==> src/design/assert_macros.svh <==
// ----------------------------------------------------------------------------
// Assertion macros
// Shared wrappers for the concurrent checks of the grid neighbour search.
// ----------------------------------------------------------------------------
`ifndef ASSERT_MACROS_SVH
`define ASSERT_MACROS_SVH
`ifndef NO_ASSERTIONS
// Same-cycle implication, checked at every rising edge outside reset.
`define UKN_ASSERT_IMP(lbl, clk, rstn, ante, cons) \
	lbl: assert property (@(posedge clk) disable iff (!rstn) (ante) |-> (cons)) \
		else $error("same-cycle implication violated");
// Next-cycle implication, checked at every rising edge outside reset.
`define UKN_ASSERT_NEXT(lbl, clk, rstn, ante, cons) \
	lbl: assert property (@(posedge clk) disable iff (!rstn) (ante) |=> (cons)) \
		else $error("next-cycle implication violated");
`else
`define UKN_ASSERT_IMP(lbl, clk, rstn, ante, cons)
`define UKN_ASSERT_NEXT(lbl, clk, rstn, ante, cons)
`endif
`endif

==> src/design/ukn_pkg.sv <==
// ----------------------------------------------------------------------------
// Grid neighbour search package
// Widths, register indexes and the effective configuration type.
// ----------------------------------------------------------------------------
package ukn_pkg;

	localparam int Q_W      = 32;             // Q16.16 coordinates
	localparam int STEP_W   = 31;             // grid step register
	localparam int CNT_W    = 17;             // point count register
	localparam int K_W      = 5;              // neighbour count field
	localparam int OUT_IDX_W = 16;            // delivered index width
	localparam int IDX_W    = CNT_W;          // internal grid index
	localparam int PROD_W   = IDX_W + STEP_W; // index times step
	localparam int GV_W     = PROD_W + 2;     // signed grid values
	localparam int NUM_W    = Q_W + 3;        // 2*d + step
	localparam int DEN_W    = STEP_W + 1;     // 2*step
	localparam int DSH_W    = DEN_W + IDX_W - 1;
	localparam int DCNT_W   = $clog2(IDX_W);
	localparam int CFG_IDX_W = 2;

	typedef enum logic [CFG_IDX_W-1:0] {
		REG_GRID_START  = 2'd0,
		REG_GRID_STEP   = 2'd1,
		REG_POINT_COUNT = 2'd2
	} reg_idx_t;

	// Configuration after the zero-step and count-range corrections.
	typedef struct packed {
		logic [Q_W-1:0]    start;
		logic [STEP_W-1:0] step;
		logic [CNT_W-1:0]  count;
	} cfg_t;

endpackage

==> src/design/ukn_cfg.sv <==
// ----------------------------------------------------------------------------
// Grid configuration registers
// Holds start, step and point count and presents their effective values.
// ----------------------------------------------------------------------------
module ukn_cfg import ukn_pkg::*; #(
	parameter int unsigned MAX_POINTS = 65536
) (
	input  logic                 clk,
	input  logic                 arst_n,
	input  logic                 wr_en,
	input  logic [CFG_IDX_W-1:0] wr_index,
	input  logic [Q_W-1:0]       wr_data,
	output cfg_t                 eff
);

	logic [Q_W-1:0]    start_q;
	logic [STEP_W-1:0] step_q;
	logic [CNT_W-1:0]  count_q;

	always_ff @(posedge clk or negedge arst_n) begin
		if (!arst_n) begin
			start_q <= '0;
			step_q  <= STEP_W'(65536);
			count_q <= CNT_W'(1);
		end else if (wr_en) begin
			case (reg_idx_t'(wr_index))
				REG_GRID_START:  start_q <= wr_data;
				REG_GRID_STEP:   step_q  <= wr_data[STEP_W-1:0];
				REG_POINT_COUNT: count_q <= wr_data[CNT_W-1:0];
				default: ;
			endcase
		end
	end

	always_comb begin
		eff.start = start_q;
		eff.step  = (step_q == '0) ? STEP_W'(1) : step_q;
		if (count_q == '0)
			eff.count = CNT_W'(1);
		else if (32'(count_q) > MAX_POINTS)
			eff.count = CNT_W'(MAX_POINTS);
		else
			eff.count = count_q;
	end

endmodule

==> src/design/ukn_div.sv <==
// ----------------------------------------------------------------------------
// Iterative divider
// Shift-subtract division giving one quotient bit per cycle.
// ----------------------------------------------------------------------------
module ukn_div import ukn_pkg::*; (
	input  logic             clk,
	input  logic             arst_n,
	input  logic             start,
	input  logic [NUM_W-1:0] numer,
	input  logic [DEN_W-1:0] denom,
	output logic             done,
	output logic [IDX_W-1:0] quot
);

	logic              busy_q;
	logic              done_q;
	logic [DCNT_W-1:0] step_q;
	logic [NUM_W-1:0]  rem_q;
	logic [DSH_W-1:0]  dsh_q;
	logic [IDX_W-1:0]  quot_q;
	logic              ge;

	// The quotient is known to fit in IDX_W bits, so the divisor starts
	// shifted up by IDX_W-1 places and the remainder always stays below twice that.
	assign ge = {{(DSH_W-NUM_W){1'b0}}, rem_q} >= dsh_q;

	always_ff @(posedge clk or negedge arst_n) begin
		if (!arst_n) begin
			busy_q <= 1'b0;
			done_q <= 1'b0;
			step_q <= '0;
		end else begin
			done_q <= 1'b0;
			if (start) begin
				busy_q <= 1'b1;
				step_q <= '0;
			end else if (busy_q) begin
				step_q <= step_q + DCNT_W'(1);
				if (step_q == DCNT_W'(IDX_W - 1)) begin
					busy_q <= 1'b0;
					done_q <= 1'b1;
				end
			end
		end
	end

	always_ff @(posedge clk) begin
		if (start) begin
			rem_q <= numer;
			dsh_q <= {denom, {(IDX_W-1){1'b0}}};
		end else if (busy_q) begin
			if (ge)
				rem_q <= rem_q - dsh_q[NUM_W-1:0];
			dsh_q  <= dsh_q >> 1;
			quot_q <= {quot_q[IDX_W-2:0], ge};
		end
	end

	assign done = done_q;
	assign quot = quot_q;

endmodule

==> src/design/uniform_grid_k_nearest_index_top.sv <==
// ----------------------------------------------------------------------------
// Uniform grid k-nearest index search
// Finds the k grid indices nearest to a query coordinate on a uniform grid.
// ----------------------------------------------------------------------------
//
//  Channel  Handshake              Payload
//  -------  ---------------------  -------------------------------------------
//  in       in_valid / in_stall    query_value, neighbour_count, want_sorted
//  out      out_valid / out_stall  grid_index, last_of_run, bad_count
//  cfg      cfg_valid / cfg_ready  cfg_index, cfg_data
//
//  A bad count gives a single error item; the unsorted full list skips the
//  search. Other queries pass a multiply for the last grid value, a clamp
//  test, the divider (17 quotient bits, then done), a multiply for the start
//  value, then one item per cycle unless the output stalls; a query clamped
//  to an end skips the divider. A stalled output holds the sequencer. Reset
//  is asynchronous and restores the default grid; no clearing pass.
//
// ----------------------------------------------------------------------------
`include "assert_macros.svh"

module uniform_grid_k_nearest_index_top import ukn_pkg::*; #(
	parameter int unsigned MAX_K      = 16,
	parameter int unsigned MAX_POINTS = 65536
) (
	input  logic                 clk,
	input  logic                 arst_n,
	// Query channel
	input  logic                 in_valid,
	output logic                 in_stall,
	input  logic [Q_W-1:0]       query_value,
	input  logic [K_W-1:0]       neighbour_count,
	input  logic                 want_sorted,
	// Result channel
	output logic                 out_valid,
	input  logic                 out_stall,
	output logic [OUT_IDX_W-1:0] grid_index,
	output logic                 last_of_run,
	output logic                 bad_count,
	// Configuration channel
	input  logic                 cfg_valid,
	output logic                 cfg_ready,
	input  logic [CFG_IDX_W-1:0] cfg_index,
	input  logic [Q_W-1:0]       cfg_data
);

	// One-hot sequencer states.
	typedef enum logic [8:0] {
		S_IDLE  = 9'b000000001,
		S_EDGE  = 9'b000000010,
		S_CLAMP = 9'b000000100,
		S_DIV   = 9'b000001000,
		S_MUL   = 9'b000010000,
		S_INIT  = 9'b000100000,
		S_NEAR  = 9'b001000000,
		S_LIST  = 9'b010000000,
		S_BAD   = 9'b100000000
	} state_t;

	// Magnitude of a signed grid-value difference.
	function automatic logic [GV_W-1:0] mag(input logic signed [GV_W-1:0] v);
		mag = v[GV_W-1] ? GV_W'(-v) : GV_W'(v);
	endfunction

	state_t state_q;
	cfg_t   cfg;

	logic [Q_W-1:0]       x_q;
	logic [K_W-1:0]       k_q;
	logic [K_W-1:0]       cnt_q;
	logic [IDX_W-1:0]     q_q;
	logic [IDX_W-1:0]     lo_q;
	logic [IDX_W-1:0]     hi_q;
	logic [PROD_W-1:0]    prod_q;
	logic signed [GV_W-1:0] glo_m_q;  // grid value just left of the window
	logic signed [GV_W-1:0] ghi_p_q;  // grid value just right of the window

	logic                 out_valid_q;
	logic [OUT_IDX_W-1:0] out_idx_q;
	logic                 out_last_q;
	logic                 out_bad_q;

	logic                 accept;
	logic                 slot_free;
	logic                 k_bad;
	logic                 k_all;
	logic [IDX_W-1:0]     n_last;
	logic [IDX_W-1:0]     mul_a;
	logic signed [GV_W-1:0] x_ext;
	logic signed [GV_W-1:0] start_ext;
	logic signed [GV_W-1:0] step_ext;
	logic signed [GV_W-1:0] prod_ext;
	logic signed [GV_W-1:0] gv_edge;
	logic                 below;
	logic                 above;
	logic [Q_W:0]         diff;
	logic [NUM_W-1:0]     div_num;
	logic [DEN_W-1:0]     div_den;
	logic                 div_start;
	logic                 div_done;
	logic [IDX_W-1:0]     div_quot;
	logic [GV_W-1:0]      d_lo;
	logic [GV_W-1:0]      d_hi;
	logic                 take_hi;
	logic                 run_last;
	logic                 emit;
	logic [IDX_W-1:0]     emit_idx;
	logic                 emit_last;
	logic                 emit_bad;

	// Configuration registers; writes are always taken.
	assign cfg_ready = 1'b1;

	ukn_cfg #(
		.MAX_POINTS (MAX_POINTS)
	) u_cfg (
		.clk      (clk),
		.arst_n   (arst_n),
		.wr_en    (cfg_valid),
		.wr_index (cfg_index),
		.wr_data  (cfg_data),
		.eff      (cfg)
	);

	// A new query is taken only while the sequencer is idle.
	assign in_stall = (state_q != S_IDLE);
	assign accept   = in_valid && !in_stall;

	// Count checks made as the query is accepted.
	assign k_bad = (neighbour_count == '0) ||
		({{(CNT_W-K_W){1'b0}}, neighbour_count} > cfg.count) ||
		(32'(neighbour_count) > MAX_K);
	assign k_all = ({{(CNT_W-K_W){1'b0}}, neighbour_count} == cfg.count) && !want_sorted;

	assign n_last = cfg.count - IDX_W'(1);

	// The single multiplier: last index times step in S_EDGE, otherwise the
	// nearest index times step.
	assign mul_a = (state_q == S_EDGE) ? n_last : q_q;

	always_ff @(posedge clk) begin
		prod_q <= PROD_W'(mul_a) * PROD_W'(cfg.step);
	end

	assign x_ext     = GV_W'($signed(x_q));
	assign start_ext = GV_W'($signed(cfg.start));
	assign step_ext  = $signed({{(GV_W-STEP_W){1'b0}}, cfg.step});
	assign prod_ext  = $signed({{(GV_W-PROD_W){1'b0}}, prod_q});
	assign gv_edge   = start_ext + prod_ext;

	// Clamp tests, valid in S_CLAMP where prod_q holds (n-1)*step.
	assign below = $signed(x_q) <= $signed(cfg.start);
	assign above = x_ext >= gv_edge;

	// Between the ends the offset is positive and below 2^32; the divider
	// rounds half up by dividing 2*d + step by 2*step.
	assign diff    = {x_q[Q_W-1], x_q} - {cfg.start[Q_W-1], cfg.start};
	assign div_num = {2'b00, diff[Q_W-1:0], 1'b0} + {{(NUM_W-STEP_W){1'b0}}, cfg.step};
	assign div_den = {cfg.step, 1'b0};
	assign div_start = (state_q == S_CLAMP) && !below && !above;

	ukn_div u_div (
		.clk    (clk),
		.arst_n (arst_n),
		.start  (div_start),
		.numer  (div_num),
		.denom  (div_den),
		.done   (div_done),
		.quot   (div_quot)
	);

	// Window growth: an end of the grid forces the direction, otherwise the
	// nearer neighbour wins and a tie goes right.
	assign d_lo = mag(x_ext - glo_m_q);
	assign d_hi = mag(ghi_p_q - x_ext);

	always_comb begin
		if (lo_q == '0)
			take_hi = 1'b1;
		else if (hi_q == n_last)
			take_hi = 1'b0;
		else
			take_hi = !(d_lo < d_hi);
	end

	assign run_last  = (cnt_q + K_W'(1)) == k_q;
	assign slot_free = !out_valid_q || !out_stall;

	// Item produced by the current state, if any.
	always_comb begin
		emit      = 1'b0;
		emit_idx  = '0;
		emit_last = 1'b0;
		emit_bad  = 1'b0;
		case (state_q)
			S_INIT: begin
				emit      = 1'b1;
				emit_idx  = q_q;
				emit_last = (k_q == K_W'(1));
			end
			S_NEAR: begin
				emit      = 1'b1;
				emit_idx  = take_hi ? (hi_q + IDX_W'(1)) : (lo_q - IDX_W'(1));
				emit_last = run_last;
			end
			S_LIST: begin
				emit      = 1'b1;
				emit_idx  = IDX_W'(cnt_q);
				emit_last = run_last;
			end
			S_BAD: begin
				emit      = 1'b1;
				emit_last = 1'b1;
				emit_bad  = 1'b1;
			end
			default: ;
		endcase
	end

	// Sequencer and output valid.
	always_ff @(posedge clk or negedge arst_n) begin
		if (!arst_n) begin
			state_q     <= S_IDLE;
			cnt_q       <= '0;
			out_valid_q <= 1'b0;
		end else begin
			if (emit && slot_free)
				out_valid_q <= 1'b1;
			else if (!out_stall)
				out_valid_q <= 1'b0;

			case (state_q)
				S_IDLE: begin
					cnt_q <= '0;
					if (accept) begin
						if (k_bad)
							state_q <= S_BAD;
						else if (k_all)
							state_q <= S_LIST;
						else
							state_q <= S_EDGE;
					end
				end
				S_EDGE:  state_q <= S_CLAMP;
				S_CLAMP: state_q <= (below || above) ? S_MUL : S_DIV;
				S_DIV: begin
					if (div_done)
						state_q <= S_MUL;
				end
				S_MUL:   state_q <= S_INIT;
				S_INIT: begin
					if (slot_free) begin
						cnt_q   <= K_W'(1);
						state_q <= (k_q == K_W'(1)) ? S_IDLE : S_NEAR;
					end
				end
				S_NEAR, S_LIST: begin
					if (slot_free) begin
						cnt_q <= cnt_q + K_W'(1);
						if (run_last)
							state_q <= S_IDLE;
					end
				end
				S_BAD: begin
					if (slot_free)
						state_q <= S_IDLE;
				end
				default: state_q <= S_IDLE;
			endcase
		end
	end

	// Query, window and result payload.
	always_ff @(posedge clk) begin
		if (accept) begin
			x_q <= query_value;
			k_q <= neighbour_count;
		end

		if (state_q == S_CLAMP)
			q_q <= below ? '0 : n_last;
		else if (state_q == S_DIV && div_done)
			q_q <= div_quot;

		// prod_q holds q*step here; the window opens on the nearest index.
		if (state_q == S_INIT) begin
			lo_q    <= q_q;
			hi_q    <= q_q;
			glo_m_q <= gv_edge - step_ext;
			ghi_p_q <= gv_edge + step_ext;
		end else if (state_q == S_NEAR && slot_free) begin
			if (take_hi) begin
				hi_q    <= hi_q + IDX_W'(1);
				ghi_p_q <= ghi_p_q + step_ext;
			end else begin
				lo_q    <= lo_q - IDX_W'(1);
				glo_m_q <= glo_m_q - step_ext;
			end
		end

		if (emit && slot_free) begin
			out_idx_q  <= emit_idx[OUT_IDX_W-1:0];
			out_last_q <= emit_last;
			out_bad_q  <= emit_bad;
		end
	end

	assign out_valid   = out_valid_q;
	assign grid_index  = out_idx_q;
	assign last_of_run = out_last_q;
	assign bad_count   = out_bad_q;

	// An error item is always the last of its run.
	`UKN_ASSERT_IMP(a_bad_is_last, clk, arst_n, out_valid && bad_count, last_of_run)
	// While the window grows it stays ordered and inside the grid.
	`UKN_ASSERT_IMP(a_window_in_grid, clk, arst_n, state_q == S_NEAR, (lo_q <= hi_q) && (hi_q <= n_last))
	// The divider only finishes while the sequencer waits for it.
	`UKN_ASSERT_IMP(a_div_done_in_div, clk, arst_n, div_done, state_q == S_DIV)
	// An accepted query always leaves the idle state.
	`UKN_ASSERT_NEXT(a_accept_busy, clk, arst_n, accept, state_q != S_IDLE)

endmodule

==> config.mk <==
export PLATFORM = sky130hd
export DESIGN_NAME = uniform_grid_k_nearest_index_top
export DESIGN_NICKNAME = d
export VERILOG_FILES = /design/src/design/ukn_pkg.sv /design/src/design/ukn_cfg.sv /design/src/design/ukn_div.sv /design/src/design/uniform_grid_k_nearest_index_top.sv
export VERILOG_INCLUDE_DIRS = /design/src /design/src/design
export SDC_FILE = /design/constraint.sdc
export NUM_CORES = 2
export LEC_CHECK = 0
export BUFFER_PORTS_ARGS = -buffer_cell sky130_fd_sc_hd__buf_2
export CORE_UTILIZATION = 40
export DETAILED_ROUTE_END_ITERATION = 8
export PLACE_DENSITY = 0.67
export SETUP_SLACK_MARGIN = 0.2
export SLEW_MARGIN = 20
export SYNTH_ARGS = -nofsm -noshare
export SYNTH_HDL_FRONTEND = slang
export SYNTH_HIERARCHICAL = 1
export SYNTH_SLANG_ARGS = --single-unit
==> constraint.sdc <==
create_clock -name clk -period 15.4 [get_ports clk]
set_input_delay 0.77 -clock clk [delete_from_list [all_inputs] [get_ports clk]]
set_output_delay 0.77 -clock clk [all_outputs]
set_load 0.005 [all_outputs]
* Word-level counts from Yosys, hierarchy flattened
Cells that the tools add are included.
** Word-level totals
- Word-level logic and storage cells :: 172
- Output and inout bits :: 21
- Bits of input ports :: 77
- Register bits after elaboration :: 456
** Cells by class
- $add $sub $neg :: 17
- Muxes and demuxes :: 57
- Multipliers :: 1
- Equality and inequality tests :: 25
- Order comparisons :: 7
- Reduce and logical (&&, ||, !) cells :: 40
- Bitwise operators :: 1
** Operators by type and width (number)
- $mux W50 :: 8
- $mux W17 :: 12
- $sub A50 B32 Y50 :: 3
- $mux W35 :: 3
- $add A50 B32 Y50 :: 2
- $neg A50 Y50 :: 2
- $mux W48 :: 2
- $pmux W9 S8 :: 1
- $mux W9 :: 7
- $add A32 B49 Y50 :: 1
- $ge A32 B50 Y1 :: 1
- $lt A50 B50 Y1 :: 1
- $sub A32 B50 Y50 :: 1
- $ge A35 B48 Y1 :: 1
- $mul A17 B31 Y48 :: 1
- $pmux W16 S3 :: 1
- $sub A35 B35 Y35 :: 1
- $add A33 B31 Y34 :: 1
- $logic_not A17 Y1 :: 2
- $sub A17 B1 Y17 const B :: 2
- $le A32 B32 Y1 :: 1
- $sub A32 B32 Y32 :: 1
- $logic_not A31 Y1 :: 1
- $mux W31 :: 1
- other kinds (44) :: 91

* Longest topological paths before layout
- Depth in word-level cells :: 10
- Gate-level depth with buffers :: 38

* Cells and area by module
The synthesis kept the hierarchy.
** Modules (own cells, without submodules)
- uniform_grid_k_nearest_index_top :: cells an instance 6170, times used 1, area an instance 49746.5 µm², sequential area each 7523.5 µm²
- ukn_div :: cells an instance 675, times used 1, area an instance 6542.5 µm², sequential area each 3017.9 µm²
- ukn_cfg :: cells an instance 236, times used 1, area an instance 3348.2 µm², sequential area each 2004.4 µm²

* Worst setup path after synthesis
OpenSTA, ideal clock, no wires.
- Path type :: reg-to-reg
- Start :: register x_q[31]
- End :: register glo_m_q[0], enable pin
- Setup slack :: 2965 ps
- Arrival :: 11850 ps
- Stages on the path, launching flop included :: 26
- Period minus slack after synthesis :: 12435 ps
- Data required time :: 14816 ps
- Buffers on the path :: 3
- Cell sequence :: edfxtp_1 -> inv_1 -> ha_1 -> clkbuf_1 -> a21oi_1 -> o21bai_1 -> a2111oi_1 -> o311ai_0 -> a2111oi_1 -> o31ai_1 -> a21oi_1 -> xnor2_1 -> or4_1 -> o31ai_1 -> xnor2_1 -> ha_1 -> a21o_1 -> a21oi_1 -> nor2b_1 -> or4_1 -> a2111oi_0 -> or2_2 -> clkbuf_1 -> clkbuf_1 -> nor2_1 -> o21ai_0
** Between the ends
- Word-level cells in the longest chain between the ends :: 9
- Elaborated cells on any way between the ends :: 12
- Classes of those cells :: add/sub (4); order compare (1); eq/ne (1); mux (4); reduce/logical (2)
** Ends and longest elaborated chain
- start, declared :: line uniform_grid_k_nearest_index_top.sv:68 : logic [Q_W-1:0] x_q;
- start signal, assigned :: line uniform_grid_k_nearest_index_top.sv:276 : x_q <= query_value;
- $sub A32 B50 Y50 / $sub A50 B32 Y50 (equally long branches) :: line uniform_grid_k_nearest_index_top.sv:174, uniform_grid_k_nearest_index_top.sv:175
- $neg A50 Y50 :: line uniform_grid_k_nearest_index_top.sv:62 : mag = v[GV_W-1] ? GV_W'(-v) : GV_W'(v);
- $mux W50 :: line uniform_grid_k_nearest_index_top.sv:62
- $lt A50 B50 Y1 * :: line uniform_grid_k_nearest_index_top.sv:183 : take_hi = !(d_lo < d_hi);
- $logic_not A1 Y1 * :: line uniform_grid_k_nearest_index_top.sv:183
- $mux W1 * :: line uniform_grid_k_nearest_index_top.sv:180 : else if (hi_q == n_last)
- $mux W1 * :: line uniform_grid_k_nearest_index_top.sv:178 : if (lo_q == '0)
- $ne A2 B1 Y1 (no line) *
- $reduce_and A2 Y1 (no line) *
- end signal, assigned :: line uniform_grid_k_nearest_index_top.sv:289 : glo_m_q <= gv_edge - step_ext;
- end signal, assigned :: line uniform_grid_k_nearest_index_top.sv:297 : glo_m_q <= glo_m_q - step_ext;
- end, declared :: line uniform_grid_k_nearest_index_top.sv:75 : logic signed [GV_W-1:0] glo_m_q;
Mark *: on every way between the ends. The rest lies on a longest branch, timed or not.
A chain may end at the register's enable or synchronous reset.

==> results.ini <==
[critical_path]
crit_fanout=16
cp_slowest_cell=dfrtp_1
start_kind=flop
critical_path_class=flop to flop
arrival_ns=10.68
worst_path_most_repeated_cell=fa_1
crit_required_ns=16.03
cp-end-kind=flop
crit_path_max_incr_delay_ns=0.63

[detailed_routing]
drt_first_pass_iters=8
finalWirelength_mm=196
routedWlPerCell_um=21.9
ant_nets=0
drt_iter0_drc=4481
avgViaCountPerCell=5.81
vias=52200
post-route-drc-count=0

[layout]
seq_area_sq_um=12500
area_delta_synth_final_pct=7.06
drive_gt1_frac=0.0660
nFillCells=14700
nets=8057
fin_util=0.432
multi_input_area_sq_um=42800

[die]
io_pins=98
die_area_sq_um=151000
row_count=141
start_util=0.403
core-area_sq_um=148000
die_w_um=388
die_y_um=388

[timing]
fin_tns_setup_ns=0
final_hold_viol_count=0
timing_worst_slew_pin_value_ns=1.20
timing.fmax_ghz=0.0996
rsz0062_at_grt=false
slew-limit-headroom=0.202
timing.final.crit_share=0.652
layout_min_cycle_time_ns=10.05
slew_viol_final=0
setup-violations-final=0
skew_ns=0.0774

[cts]
cts_hold_buf=0
clk_pin_slew_ns=0.07
post_cts_resized=0
cts.path.max_buffers=3
postCtsSetupBuffers=0
cts-root-buf=clkbuf_16
cts-buffers-inserted=56
cts_sinks=456
cts_tree=yes
clk_latency_ns=0.71
htreeDepth=2

[synthesis]
ys_seq_elements=456
synth_cell_types=122
ys.flop_type=edfxtp_1
yosysTopAreaCellShare=0.148
synth.area.mux_share=0.0226
yosys.area_share.simple=0.180
async_reset_ff_frac=0.224
synth_top_cell_by_area=fa_1
syn_inst=7081
yosysMostFrequentCell=nand2_1
synth_compound_area_frac=0.179
yosys-top-cells-count=851 x nand2_1, 843 x inv_1, 540 x ha_1
synthTopCellsByArea=fa_1 15%, edfxtp_1 15%, ha_1 11%
syn_area_sq_um=59600
synthAdderAreaFrac=0.262
synth.avg_cell_area_sq_um=8.42
synth_xor_area_frac=0.0709
ys_seq_area_frac=0.210
synth_edf_count=290
ys_warn_count=6
synth_top_family_by_area=adder cells

[global_routing]
grt_pass1_vias=51000
track_usage=0.256
grt_overflow=0
grt_pass1_wl_mm=300
grt_max_degree=146
antenna_found_initial=14

[job]
maxCapViolCount=0

[placed_design]
port_buffers=96
routabilityCongestion=0.977
hpwl_mm=157

[hold_path]
hold_class=input port to asynchronous set/reset pin

[run_status]
outcome=completed

==> worst max-delay path: cells and delay by family, from the launching register on <==
kind | cells | cell delay (ns)
adders and majority gates | 8 | 3.73
AOI/OAI and AO/OA | 10 | 3.02
xor gates and xnor gates | 2 | 0.31
DFF | 1 | 0.63
buffers and inverters | 3 | 0.26
and+or+nand+nor | 9 | 1.99
==> cell families after synthesis <==
| family | count (synthesis) |
|---|---|
| AO/OA/AOI/OAI | 1624 |
| other | 2 |
| buffers and inverters | 1158 |
| adder cells (fa/ha/maj) | 982 |
| multiplexers | 124 |
| AND/OR/NAND/NOR | 2255 |
| flip-flops | 456 |
| XOR/XNOR | 480 |
==> metrics by stage <==
step           setup WS, ns  cell area [sq um]  cells  hold WS [ns]
2_1_floorplan          2.97              59600   7082         0.426
3_3_place_gp           5.49              62000   8870         0.434
3_5_place_dp           5.38              62000   8870         0.443
4_1_cts                5.35              63800   8971         0.121
5_1_grt                4.81              63800   8974         0.156
6_report               5.35              63800   8978         0.117
==> state kept, by name, indices dropped and copies added (netlist names), 9 cells and up <==
signal	cells
ghi_p_q	50
glo_m_q	50
grid_index	16
hi_q	17
lo_q	17
prod_q	48
q_q	17
state_q	9
u_cfg/count_q	17
u_cfg/start_q	32
u_cfg/step_q	31
u_div/dsh_q	48
u_div/quot	17
u_div/rem_q	35
x_q	32
==> cells in the final DEF, fill, tap and decap left out, types with 40 or more instances in the layout <==
cell type,instances
or3_1,40
o21a_1,74
dfxtp_1,64
o31ai_1,78
and3_1,46
inv_1,843
a21oi_1,431
mux2_2,85
nor3_1,147
o21ai_0,315
nor4_1,52
nand4_1,120
xor2_1,183
fa_1,442
nor2_1,485
nand2b_1,56
a211oi_1,50
o21bai_1,50
nand3_1,100
edfxtp_1,290
dfrtp_1,98
nor2b_1,65
clkbuf_16,59
a31oi_1,60
xnor2_1,292
buf_4,76
nand2_1,851
ha_1,540
a21o_1,226
and2_1,142
buf_2,95
==> per-layer routing <==
| metal | track usage | wire [um] | part of all wire | vias up |
|---|---|---|---|---|
| met5 | 0 | 98 | 0.00050 | - |
| met4 | 0.0828 | 6400 | 0.033 | 14 |
| met3 | 0.0493 | 17900 | 0.091 | 348 |
| met2 | 0.393 | 84700 | 0.43 | 2052 |
| met1 | 0.361 | 87200 | 0.44 | 25500 |
| li1 | - | - | - | 24200 |
==> cell type report <==
class	instances	area share
sequential	456	0.197
inverter	843	0.0496
clock inverter	30	0.00441
multi-input combinational	5468	0.670
tap	1930	0.0378
antenna	7	0.000274
timing repair buffer	173	0.0170
clock buffer	71	0.0240
==> final timing paths <==
path                              startpoint          endpoint  slack [ns]  cells after the start
setup / recovery           u_cfg/count_q[16]        prod_q[41]        5.35                     32
hold / removal                        arst_n   u_div/step_q[2]        0.12                      1
setup reg to reg           u_cfg/count_q[16]        prod_q[41]        5.35                     32
hold reg to reg               u_div/quot[15]    u_div/quot[16]        0.45                      0
max in group asynchronous             arst_n  u_cfg/step_q[17]       14.00                      2
min in group clk             query_value[17]           x_q[17]        0.26                      1
Power is left out: the tool's default activity adds up to more than one toggle a clock period on the data nets, which glitch-free logic cannot reach.
